File: src/rtl/lvc_pkg.sv
// Shared constants and types for the LRU view cache.
`default_nettype none

package lvc_pkg;

    localparam int ENTRIES    = 8;
    localparam int IDX_W      = (ENTRIES > 1) ? $clog2(ENTRIES) : 1;
    localparam int HANDLE_W   = 32;
    localparam int SUB_W      = 16;
    localparam int STAMP_W    = 32;
    localparam int SLOT_W     = 3;
    localparam int IN_DATA_W  = 48;
    localparam int OUT_DATA_W = 8;

    typedef logic [IDX_W-1:0] idx_t;

    localparam idx_t LAST_IDX = idx_t'(ENTRIES - 1);

    typedef struct packed {
        logic [HANDLE_W-1:0] handle;
        logic [SUB_W-1:0]    sub;
        logic [STAMP_W-1:0]  stamp;
    } entry_t;

    typedef struct packed {
        logic   rd_en;
        idx_t   rd_addr;
        logic   wr_en;
        idx_t   wr_addr;
        entry_t wr_data;
    } mem_req_t;

endpackage

`default_nettype wire

File: src/rtl/lru_view_cache_unit.sv
// LRU view cache top level: request control, entry scan and write-back.
//
// Fully associative cache of ENTRIES view slots keyed by texture handle and
// subresource index, with timestamp LRU replacement. Keys and stamps live in
// a synchronous memory read one entry per cycle; valid bits are flops. A
// lookup goes through an accept step, one read per entry, a drain step for the
// last read data and a write-back step. A clear or a null-handle lookup goes
// from the accept step straight to the write-back step, with no write. One
// item is worked on at a time; a waiting result holds only the write-back.
`default_nettype none

module lru_view_cache_unit
    import lvc_pkg::*;
(
    input  wire logic                  clk,
    input  wire logic                  rst_n,
    input  wire logic                  s_tvalid,
    output logic                       s_tready,
    input  wire logic [IN_DATA_W-1:0]  s_tdata,  // texture_handle[31:0], sub_index[47:32]
    input  wire logic                  s_tuser,  // action
    output logic                       m_tvalid,
    input  wire logic                  m_tready,
    output logic [OUT_DATA_W-1:0]      m_tdata   // ok[0], hit[1], slot[4:2],
                                                 // replaced_valid[5], zero[7:6]
);

    typedef enum logic [1:0] {
        ST_IDLE,
        ST_SCAN,
        ST_DRAIN,
        ST_RESP
    } state_t;

    state_t                 state_reg;
    logic [ENTRIES-1:0]     valid_reg;
    logic [STAMP_W-1:0]     use_clock_reg;
    logic                   req_clear_reg;
    logic                   req_null_reg;
    logic [HANDLE_W-1:0]    req_handle_reg;
    logic [SUB_W-1:0]       req_sub_reg;
    idx_t                   scan_idx_reg;
    idx_t                   chk_idx_reg;
    logic                   chk_vld_reg;
    logic                   hit_found_reg, hit_found_next;
    idx_t                   hit_idx_reg, hit_idx_next;
    logic                   free_found_reg, free_found_next;
    idx_t                   free_idx_reg, free_idx_next;
    logic                   min_found_reg, min_found_next;
    idx_t                   min_idx_reg, min_idx_next;
    logic [STAMP_W-1:0]     min_stamp_reg, min_stamp_next;
    logic                   m_tvalid_reg;
    logic [OUT_DATA_W-1:0]  m_tdata_reg;

    mem_req_t               mem_req;
    entry_t                 rd_data;
    logic                   out_free;
    logic                   is_lookup;
    idx_t                   tgt_idx;
    logic [STAMP_W-1:0]     stamp_new;
    logic                   res_ok;
    logic                   res_hit;
    logic [SLOT_W-1:0]      res_slot;
    logic                   res_repl;

    lvc_store u_store (
        .clk     (clk),
        .req     (mem_req),
        .rd_data (rd_data)
    );

    assign s_tready  = (state_reg == ST_IDLE);
    assign m_tvalid  = m_tvalid_reg;
    assign m_tdata   = m_tdata_reg;
    assign out_free  = !m_tvalid_reg || m_tready;
    assign is_lookup = !req_clear_reg && !req_null_reg;
    assign stamp_new = use_clock_reg + STAMP_W'(1);

    always_comb
    begin
        if (hit_found_reg)
        begin
            tgt_idx = hit_idx_reg;
        end
        else if (free_found_reg)
        begin
            tgt_idx = free_idx_reg;
        end
        else
        begin
            tgt_idx = min_idx_reg;
        end
    end

    // scan of one entry per cycle: first hit, first free, oldest valid
    always_comb
    begin
        hit_found_next  = hit_found_reg;
        hit_idx_next    = hit_idx_reg;
        free_found_next = free_found_reg;
        free_idx_next   = free_idx_reg;
        min_found_next  = min_found_reg;
        min_idx_next    = min_idx_reg;
        min_stamp_next  = min_stamp_reg;
        if (chk_vld_reg)
        begin
            if (valid_reg[chk_idx_reg] && !hit_found_reg &&
                rd_data.handle == req_handle_reg && rd_data.sub == req_sub_reg)
            begin
                hit_found_next = 1'b1;
                hit_idx_next   = chk_idx_reg;
            end
            if (!valid_reg[chk_idx_reg] && !free_found_reg)
            begin
                free_found_next = 1'b1;
                free_idx_next   = chk_idx_reg;
            end
            if (valid_reg[chk_idx_reg] &&
                (!min_found_reg || rd_data.stamp < min_stamp_reg))
            begin
                min_found_next = 1'b1;
                min_idx_next   = chk_idx_reg;
                min_stamp_next = rd_data.stamp;
            end
        end
    end

    always_comb
    begin
        mem_req.rd_en          = (state_reg == ST_SCAN);
        mem_req.rd_addr        = scan_idx_reg;
        mem_req.wr_en          = (state_reg == ST_RESP) && out_free && is_lookup;
        mem_req.wr_addr        = tgt_idx;
        mem_req.wr_data.handle = req_handle_reg;
        mem_req.wr_data.sub    = req_sub_reg;
        mem_req.wr_data.stamp  = stamp_new;
    end

    always_comb
    begin
        res_ok   = !req_null_reg;
        res_hit  = is_lookup && hit_found_reg;
        res_slot = is_lookup ? SLOT_W'(tgt_idx) : '0;
        res_repl = is_lookup && !hit_found_reg && !free_found_reg;
    end

    always_ff @(posedge clk or negedge rst_n)
    begin
        if (!rst_n)
        begin
            state_reg      <= ST_IDLE;
            valid_reg      <= '0;
            use_clock_reg  <= '0;
            req_clear_reg  <= 1'b0;
            req_null_reg   <= 1'b0;
            req_handle_reg <= '0;
            req_sub_reg    <= '0;
            scan_idx_reg   <= '0;
            chk_idx_reg    <= '0;
            chk_vld_reg    <= 1'b0;
            hit_found_reg  <= 1'b0;
            hit_idx_reg    <= '0;
            free_found_reg <= 1'b0;
            free_idx_reg   <= '0;
            min_found_reg  <= 1'b0;
            min_idx_reg    <= '0;
            min_stamp_reg  <= '0;
            m_tvalid_reg   <= 1'b0;
            m_tdata_reg    <= '0;
        end
        else
        begin
            if (m_tvalid_reg && m_tready && state_reg != ST_RESP)
            begin
                m_tvalid_reg <= 1'b0;
            end
            case (state_reg)
                ST_IDLE:
                begin
                    chk_vld_reg <= 1'b0;
                    if (s_tvalid)
                    begin
                        req_clear_reg  <= s_tuser;
                        req_null_reg   <= !s_tuser && (s_tdata[HANDLE_W-1:0] == '0);
                        req_handle_reg <= s_tdata[HANDLE_W-1:0];
                        req_sub_reg    <= s_tdata[HANDLE_W +: SUB_W];
                        scan_idx_reg   <= '0;
                        hit_found_reg  <= 1'b0;
                        free_found_reg <= 1'b0;
                        min_found_reg  <= 1'b0;
                        if (s_tuser)
                        begin
                            valid_reg     <= '0;
                            use_clock_reg <= '0;
                        end
                        if (!s_tuser && s_tdata[HANDLE_W-1:0] != '0)
                        begin
                            state_reg <= ST_SCAN;
                        end
                        else
                        begin
                            state_reg <= ST_RESP;
                        end
                    end
                end
                ST_SCAN:
                begin
                    chk_vld_reg    <= 1'b1;
                    chk_idx_reg    <= scan_idx_reg;
                    hit_found_reg  <= hit_found_next;
                    hit_idx_reg    <= hit_idx_next;
                    free_found_reg <= free_found_next;
                    free_idx_reg   <= free_idx_next;
                    min_found_reg  <= min_found_next;
                    min_idx_reg    <= min_idx_next;
                    min_stamp_reg  <= min_stamp_next;
                    if (scan_idx_reg == LAST_IDX)
                    begin
                        state_reg <= ST_DRAIN;
                    end
                    else
                    begin
                        scan_idx_reg <= scan_idx_reg + idx_t'(1);
                    end
                end
                ST_DRAIN:
                begin
                    chk_vld_reg    <= 1'b0;
                    hit_found_reg  <= hit_found_next;
                    hit_idx_reg    <= hit_idx_next;
                    free_found_reg <= free_found_next;
                    free_idx_reg   <= free_idx_next;
                    min_found_reg  <= min_found_next;
                    min_idx_reg    <= min_idx_next;
                    min_stamp_reg  <= min_stamp_next;
                    state_reg      <= ST_RESP;
                end
                ST_RESP:
                begin
                    if (out_free)
                    begin
                        m_tvalid_reg <= 1'b1;
                        m_tdata_reg  <= {2'b00, res_repl, res_slot, res_hit, res_ok};
                        if (is_lookup)
                        begin
                            valid_reg[tgt_idx] <= 1'b1;
                            use_clock_reg      <= stamp_new;
                        end
                        state_reg <= ST_IDLE;
                    end
                end
                default:
                begin
                    state_reg <= ST_IDLE;
                end
            endcase
        end
    end

endmodule

`default_nettype wire

File: src/rtl/lvc_store.sv
// Entry store: key and stamp memory, one write and one registered read port.
`default_nettype none

module lvc_store
    import lvc_pkg::*;
(
    input  wire logic     clk,
    input  wire mem_req_t req,
    output entry_t        rd_data
);

    entry_t mem [ENTRIES];

    always_ff @(posedge clk)
    begin
        if (req.wr_en)
        begin
            mem[req.wr_addr] <= req.wr_data;
        end
        if (req.rd_en)
        begin
            rd_data <= mem[req.rd_addr];
        end
    end

endmodule

`default_nettype wire

File: config.mk
export PLATFORM = sky130hd
export DESIGN_NAME = lru_view_cache_unit
export DESIGN_NICKNAME = d
export VERILOG_FILES = /design/src/rtl/lvc_pkg.sv /design/src/rtl/lru_view_cache_unit.sv /design/src/rtl/lvc_store.sv
export SDC_FILE = /design/constraint.sdc
export NUM_CORES = 1
export LEC_CHECK = 0
export BUFFER_PORTS_ARGS = -buffer_cell sky130_fd_sc_hd__buf_2
export CAP_MARGIN = 20
export CORE_MARGIN = 10
export CORE_UTILIZATION = 65
export DETAILED_ROUTE_END_ITERATION = 8
export PLACE_DENSITY = 0.82
export SYNTH_ARGS = -nofsm -noshare
export SYNTH_HDL_FRONTEND = slang
export SYNTH_SLANG_ARGS = --single-unit
File: constraint.sdc
create_clock -name clk -period 13.16 [get_ports clk]
set_input_delay 1.316 -clock clk [delete_from_list [all_inputs] [get_ports clk]]
set_output_delay 1.316 -clock clk [all_outputs]
set_load 0.02 [all_outputs]
==> results of run 1 <==
[worst paths after layout]
check / end / slack, ns / cells past startpoint
worst max-delay path: u_store.rd_data[76] / 9.36 / 4
worst min-delay path: m_tdata[1] / 0.48 / 2
worst max register to register: u_store.rd_data[76] / 9.36 / 4
worst min register to register: m_tdata[1] / 0.48 / 2
max in group asynchronous: use_clock_reg[0] / 11.30 / 3
min in group asynchronous: req_sub_reg[0] / 0.73 / 1
[placed cells by master (no fill, tap or decap), types with 26 or more instances in the layout]
cell,synthesis,final
dfrtp_1,150,146
and2_1,40,40
inv_1,38,38
a21oi_1,26,26
o311ai_1,35,35
clkbuf_16,0,82
mux4_2,163,163
xnor2_1,26,26
edfxtp_1,720,720
mux2_2,131,131
nor2_1,41,33
ha_1,39,38
buf_2,16,59
xor2_1,52,52
nand2_1,127,126
nor3b_1,36,36
a221oi_2,35,35
buf_4,7,26
[per-stage QoR]
| step | power, uW | hold slack [ns] |
|---|---|---|
| after global placement | 6477 | 0.4696 |
| after global routing | 9438 | 0.5135 |
| final | 9043 | 0.4825 |
| after floorplan | 5927 | 0.4573 |
| after CTS | 9025 | 0.4833 |
| after detailed placement | 6604 | 0.4695 |
[critical path: stages, from the launching register on]
cell,delay (ns)
dfrtp_4,0.87
buf_4,0.86
buf_4,0.84
mux4_2,0.64
mux2_2,0.29
[report_power, final]
| part | internal [uW] | switching, uW |
|---|---|---|
| Sequential | 3750 | 520 |
| Combinational | 1100 | 1290 |
| Clock | 1340 | 1040 |
| Total | 6200 | 2850 |
[cell families (layout without fill, tap and decap cells)]
family,after synthesis,after routing
buffers and inverters,143,281
flip-flops,870,870
AO/OA/AOI/OAI,195,195
AND/OR/NAND/NOR,337,337
adder cells (fa/ha/maj),39,39
multiplexers,303,303
XOR/XNOR,78,78
other,1,2
[cell type report]
cell class | count | area, sq um | share of cell area [%]
Clock inverter | 48 | 505.5 | 1.277
Timing Repair Buffer | 90 | 611.8 | 1.545
Clock buffer | 105 | 2208 | 5.578
Multi-Input combinational cell | 954 | 9868 | 24.92
Sequential cell | 870 | 25390 | 64.12
Tap cell | 696 | 870.8 | 2.199
Inverter | 38 | 142.6 | 0.3602
[metal layers]
metal  track usage (%)  vias up  share of wire, %
met1             32.52     9907                39
met2             41.33     1062                52
met3             3.899      149               7.2
met4             8.432        0               2.6
li1                  -     7959                 -
met5                 0        -                 0
==> out/metrics.cfg, run 1 <==
[clock_tree]
ctsHoldBuffers=0
cts_inserted_buffers=82
post_cts_buffers=0
root_buffer=clkbuf_16
clk_pin_slew_ns=0.07
clockBufferDepth=3
ctsResizeCount=0
htreeDepth=3
cts_tree=built
clkLatencyLatePin_ns=0.65
clock-sinks=870

[timing]
tightest_slew_ns=1.133
period_share_pct=28.91
skew_ns=0.01976
fin_crit_ns=3.804
setup-violations-final=0
hold_violations=0
rsz0062_at_grt=no
fin_ws_ns=9.356
fin_tns_setup_ns=0
fmax_mhz=262.9
relSlewSlack_pct=24.45
slew_violations=0

[yosys]
syn_area_per_cell_sq_um=18.18
postSynthCellCount=1966
synthMuxAreaShare_pct=14.71
synth_top_family_by_area=multiplexers
ys_seq_area_share_pct=71.01
ys_types=56
synth_area_leaders=edfxtp_1 61%, dfrtp_1 11%, mux4_2 10%, mux2_2 4.1%, a221oi_2 1.5%
yosys.area_share.simple_pct=4.814
yosys.area.top_type=edfxtp_1
synth_warnings=0
yosysTopAreaCellShare_pct=60.50
synth-edff-count=720
synth_most_common_cell=edfxtp_1
netlist_area_sq_um=35740
synth_xor_area_share_pct=1.912
synthAdderAreaFrac_pct=1.365
synth.top_cells.by_count=720 x edfxtp_1, 163 x mux4_2, 150 x dfrtp_1
ys.flop_type=edfxtp_1
synth-compound-area-share_pct=4.534
ys_async_sr_fraction_pct=17.24
ys_ff_latch=870

[global_routing]
grt_pass1_wl_mm=119.6
gr-total-overflow=0
antenna_found_initial=0
grtUsageTotal_pct=24.56
grt_max_degree=80
grt_pass1_vias=19740

[layout]
final_nets=2128
largest_reg_flops=640
top_register=u_store.mem
fillerInstances=2930
drive_gt1_share_pct=27.13
final_cell_area_sq_um=39590
area_delta_synth_final_pct=10.80
largest_registers=u_store.mem: 640 flops, u_store.rd_data: 80 flops
diodes=0
fin_util_pct=73.14
fin_cells=2801

[placed_design]
hpwlAfterDp_mm=40.33
io_buffers=60
dp_slack_ns=8.786
placed_area_sq_um=36770
place.gp.congestion=0.7784
placed_cells=2644

[drt]
vias=19080
drtIter0Drc=2162
ant_nets=0
drcViolationCount=0
vias_per_cell=6.811
wire_per_inst_microns=28.07
drtPass1Iterations=6
wl_mm=78.63

[hold_path]
worstHoldPathType=reg2reg
holdCritStartpoint=m_tdata[1]

[setup_path]
startpoint=scan_idx_reg[0]
crit_type=reg2reg
crit_fanout=46
r2r_start=scan_idx_reg[0]
required_ns=13.56
worstSetupEndpointType=flip-flop
cp-start-kind=flip-flop
arrival_ns=4.20

[power_and_ir_drop]
p_leak_uw=0.01329
ir_worst_vdd_mv=0.2485
power_density_nw_per_um2=228.4

[floorplanning]
io_pins=63
row_count=85
start_util_pct=66.01
die_y_microns=254.5
coreArea_sq_um=54130
die-width_microns=254.5
die_area_sq_um=64760

[run_status]
status=complete, no violations

[job]
drv_cap=0

Power figures use the tool's default switching activity.
==> run 2, diff against run 1 <==
--- a/config.mk
+++ b/config.mk
@@ -5,12 +5,13 @@
 export SDC_FILE = /design/constraint.sdc
 export NUM_CORES = 1
 export LEC_CHECK = 0
+export ABC_AREA = 1
 export BUFFER_PORTS_ARGS = -buffer_cell sky130_fd_sc_hd__buf_2
 export CAP_MARGIN = 20
 export CORE_MARGIN = 10
-export CORE_UTILIZATION = 65
+export CORE_UTILIZATION = 57
 export DETAILED_ROUTE_END_ITERATION = 8
-export PLACE_DENSITY = 0.82
+export PLACE_DENSITY = 0.76
 export SYNTH_ARGS = -nofsm -noshare
 export SYNTH_HDL_FRONTEND = slang
 export SYNTH_SLANG_ARGS = --single-unit
==> constraint.sdc (replaced) <==
create_clock -name clk -period 3.2 [get_ports clk]
set_input_delay 0.32 -clock clk [delete_from_list [all_inputs] [get_ports clk]]
set_output_delay 0.32 -clock clk [all_outputs]
set_load 0.02 [all_outputs]
==> out/metrics.cfg, run 2 <==
[run_status]
status=complete, no violations

[setup_path]
r2r_start=state_reg[1]
worstSetupEndpointType=flip-flop
required_ns=3.76  ; -9.80 ns
crit_fanout=18  ; -61%
reg2regPathDepth=11  ; +7
cp-start-kind=flip-flop
crit_type=reg2reg
rrSetupSlack_ns=0.59  ; -8.76 ns
rr_endpoint=use_clock_reg[27]
arrival_ns=3.16  ; -1.04 ns

[drt]
ant_nets=0  ; unchanged
wire_per_inst_microns=21.61  ; -23%
wl_mm=89.16  ; +13%
drtPass1Iterations=6  ; unchanged
vias_per_cell=6.018  ; -12%
drcViolationCount=0  ; unchanged
drtIter0Drc=2731  ; +26%
vias=24830  ; +30%

[placed_design]
placed_cells=3926  ; +48%
placed_area_sq_um=37440  ; +1.8%
place.gp.congestion=0.9290  ; +19%
hpwlAfterDp_mm=50.37  ; +25%
io_buffers=60  ; unchanged

[yosys]
synth-edff-count=720  ; unchanged
synth_warnings=0  ; unchanged
ys_ff_latch=870  ; unchanged
ys_types=49  ; -13%
synth.top_cells.by_count=720 x edfxtp_1, 659 x nor2_1, 390 x o21ai_0
ys_seq_area_share_pct=70.40  ; -0.60 points
syn_area_per_cell_sq_um=11.53  ; -37%
ys_async_sr_fraction_pct=17.24  ; unchanged
postSynthCellCount=3127  ; +59%
yosysTopAreaCellShare_pct=59.99  ; -0.51 points
synth_area_leaders=edfxtp_1 60%, dfrtp_1 10%, nor2_1 6.9%, o21ai_0 5.4%, nand2_1 3.8%
synth_most_common_cell=edfxtp_1
ys.flop_type=edfxtp_1
yosys.area.top_type=edfxtp_1
netlist_area_sq_um=36040  ; +0.86%

[layout]
final_nets=3299  ; +55%
largest_reg_flops=640  ; unchanged
area_delta_synth_final_pct=12.85
final_common_cell=edfxtp_1
fin_cells=4125  ; +47%
most-common-layout-cells=720 x edfxtp_1, 651 x nor2_1, 388 x o21ai_0, 362 x nand2_1, 172 x inv_1
largest_registers=u_store.mem: 640 flops, u_store.rd_data: 80 flops
fillerInstances=4542  ; +55%
diodes=0  ; unchanged
fin_util_pct=64.72  ; -8.4 points
top_register=u_store.mem
final_cell_area_sq_um=40670  ; +2.7%
drive_gt1_share_pct=9.302  ; -18 points

[hold_path]
holdCritStartpoint=s_tdata[13]
holdPathStages=3  ; +1
worstHoldPathType=in2reg
holdPathEnd=req_handle_reg[13]

[timing]
setup-violations-final=0  ; unchanged
skew_ns=0.02505  ; +0.005287 ns
hold_violations=0  ; unchanged
slew_violations=0  ; unchanged
fin_crit_ns=2.607  ; -1.197 ns
period_share_pct=81.47  ; +53 points
relSlewSlack_pct=28.34  ; +3.9 points
tightest_slew_ns=1.075  ; -0.05830 ns
rsz0062_at_grt=no
fmax_mhz=383.6  ; +46%

[clock_tree]
htreeDepth=3  ; unchanged
clkLatencyLatePin_ns=0.64  ; about the same
clockBufferDepth=3  ; unchanged
root_buffer=clkbuf_16
clock-sinks=870  ; unchanged
cts_tree=built
cts_inserted_buffers=84  ; +2.4%
clk_pin_slew_ns=0.06  ; about the same
post_cts_buffers=0  ; unchanged

[floorplanning]
row_count=92  ; +8.2%
start_util_pct=57.35  ; -8.7 points
die-width_microns=271.5  ; +6.7%
coreArea_sq_um=62850  ; +16%
die_y_microns=271.5  ; +6.7%
die_area_sq_um=73690  ; +14%
io_pins=63  ; unchanged

[global_routing]
grt_pass1_wl_mm=137.6  ; +15%
grt_pass1_vias=24340  ; +23%
gr-total-overflow=0  ; unchanged
grt_max_degree=160  ; +100%
grtUsageTotal_pct=23.77  ; -0.79 points
antenna_found_initial=0  ; unchanged

[power_and_ir_drop]
power_density_nw_per_um2=862.6  ; +280%
p_leak_uw=0.01527  ; +15%
total_power_uw=35090  ; +290%
ir_worst_vdd_mv=0.5522  ; +120%

[job]
drv_cap=0  ; unchanged

## run 2: cell families (layout without fill, tap and decap cells)
kind of cell             after synthesis  in the layout  synth area share (%)
AND/OR/NAND/NOR                     1212           1212                 13.94
flip-flops                           870            870                 70.40
AO/OA/AOI/OAI                        618            618                 9.304
buffers and inverters                341            492                 3.812
XOR/XNOR                              46             46                 1.180
adder cells (fa/ha/maj)               39             39                 1.354
other                                  1              2               0.01040
## run 2: worst max-delay path, cell delays in order, from the launching register on
cell     delay, ns
dfrtp_1       0.43
inv_1         0.14
ha_1          0.39
nand2_2       0.11
inv_2         0.07
nand2_1       0.10
o21ai_1       0.15
nand2_2       0.33
nor2_4        0.31
buf_4         0.29
nand2_1       0.09
o21ai_1       0.12
## run 2: timing repair
item                                    in CTS  in global routing
endpoints found under the hold margin       81                  0
hold buffers                                41                  0
gates resized for setup                      0                  0
endpoints found under the setup margin       0                  0
## run 2: layer usage
layer	routed length, microns	GRT usage [%]
met1	34750	31.03
met2	43040	38.85
met3	8646	5.231
met4	2723	8.655
met5	0	0
## run 2: worst max path at each step
stage | start | endpoint | slack (ns) | cells after the start
after global routing | state_reg[0] | use_clock_reg[27] | 0.35 | 11
after floorplan | hit_found_reg | u_store.mem[6][0] | -0.28 | 8
after detailed placement | state_reg[0] | use_clock_reg[29] | 0.65 | 11
after CTS | state_reg[0] | use_clock_reg[27] | 0.60 | 11
final | state_reg[1] | use_clock_reg[27] | 0.59 | 11
after global placement | hit_found_reg | u_store.mem[7][38] | 0.74 | 6
## run 2: cell type report
cell class	count	area, sq um	area share [%]
Clock buffer	117	2472	6.079
Clock inverter	41	350.3	0.8613
Inverter	188	720.7	1.772
Multi-Input combinational cell	1917	9410	23.14
Sequential cell	870	25380	62.40
Tap cell	846	1059	2.602
Timing Repair Buffer	146	1280	3.147
## run 2: per-stage QoR
stage / hold WS (ns) / setup TNS (ns) / setup slack [ns]
2_1_floorplan: 0.02441 / -84.90 / -0.2817
3_3_place_gp: 0.2769 / 0 / 0.7449
3_5_place_dp: 0.2880 / 0 / 0.6514
4_1_cts: 0.0003318 / 0 / 0.6020
5_1_grt: 0.01633 / 0 / 0.3526
6_report: 0.03423 / 0 / 0.5930
## run 2: power by group
part | leakage (uW) | switching, uW | total (uW) | internal [uW]
sequential | 0.00859 | 1540 | 16300 | 14800
combinational | 0.00528 | 6210 | 8840 | 2630
clock | 0.00139 | 4130 | 9950 | 5820
total | 0.0153 | 11900 | 35100 | 23200
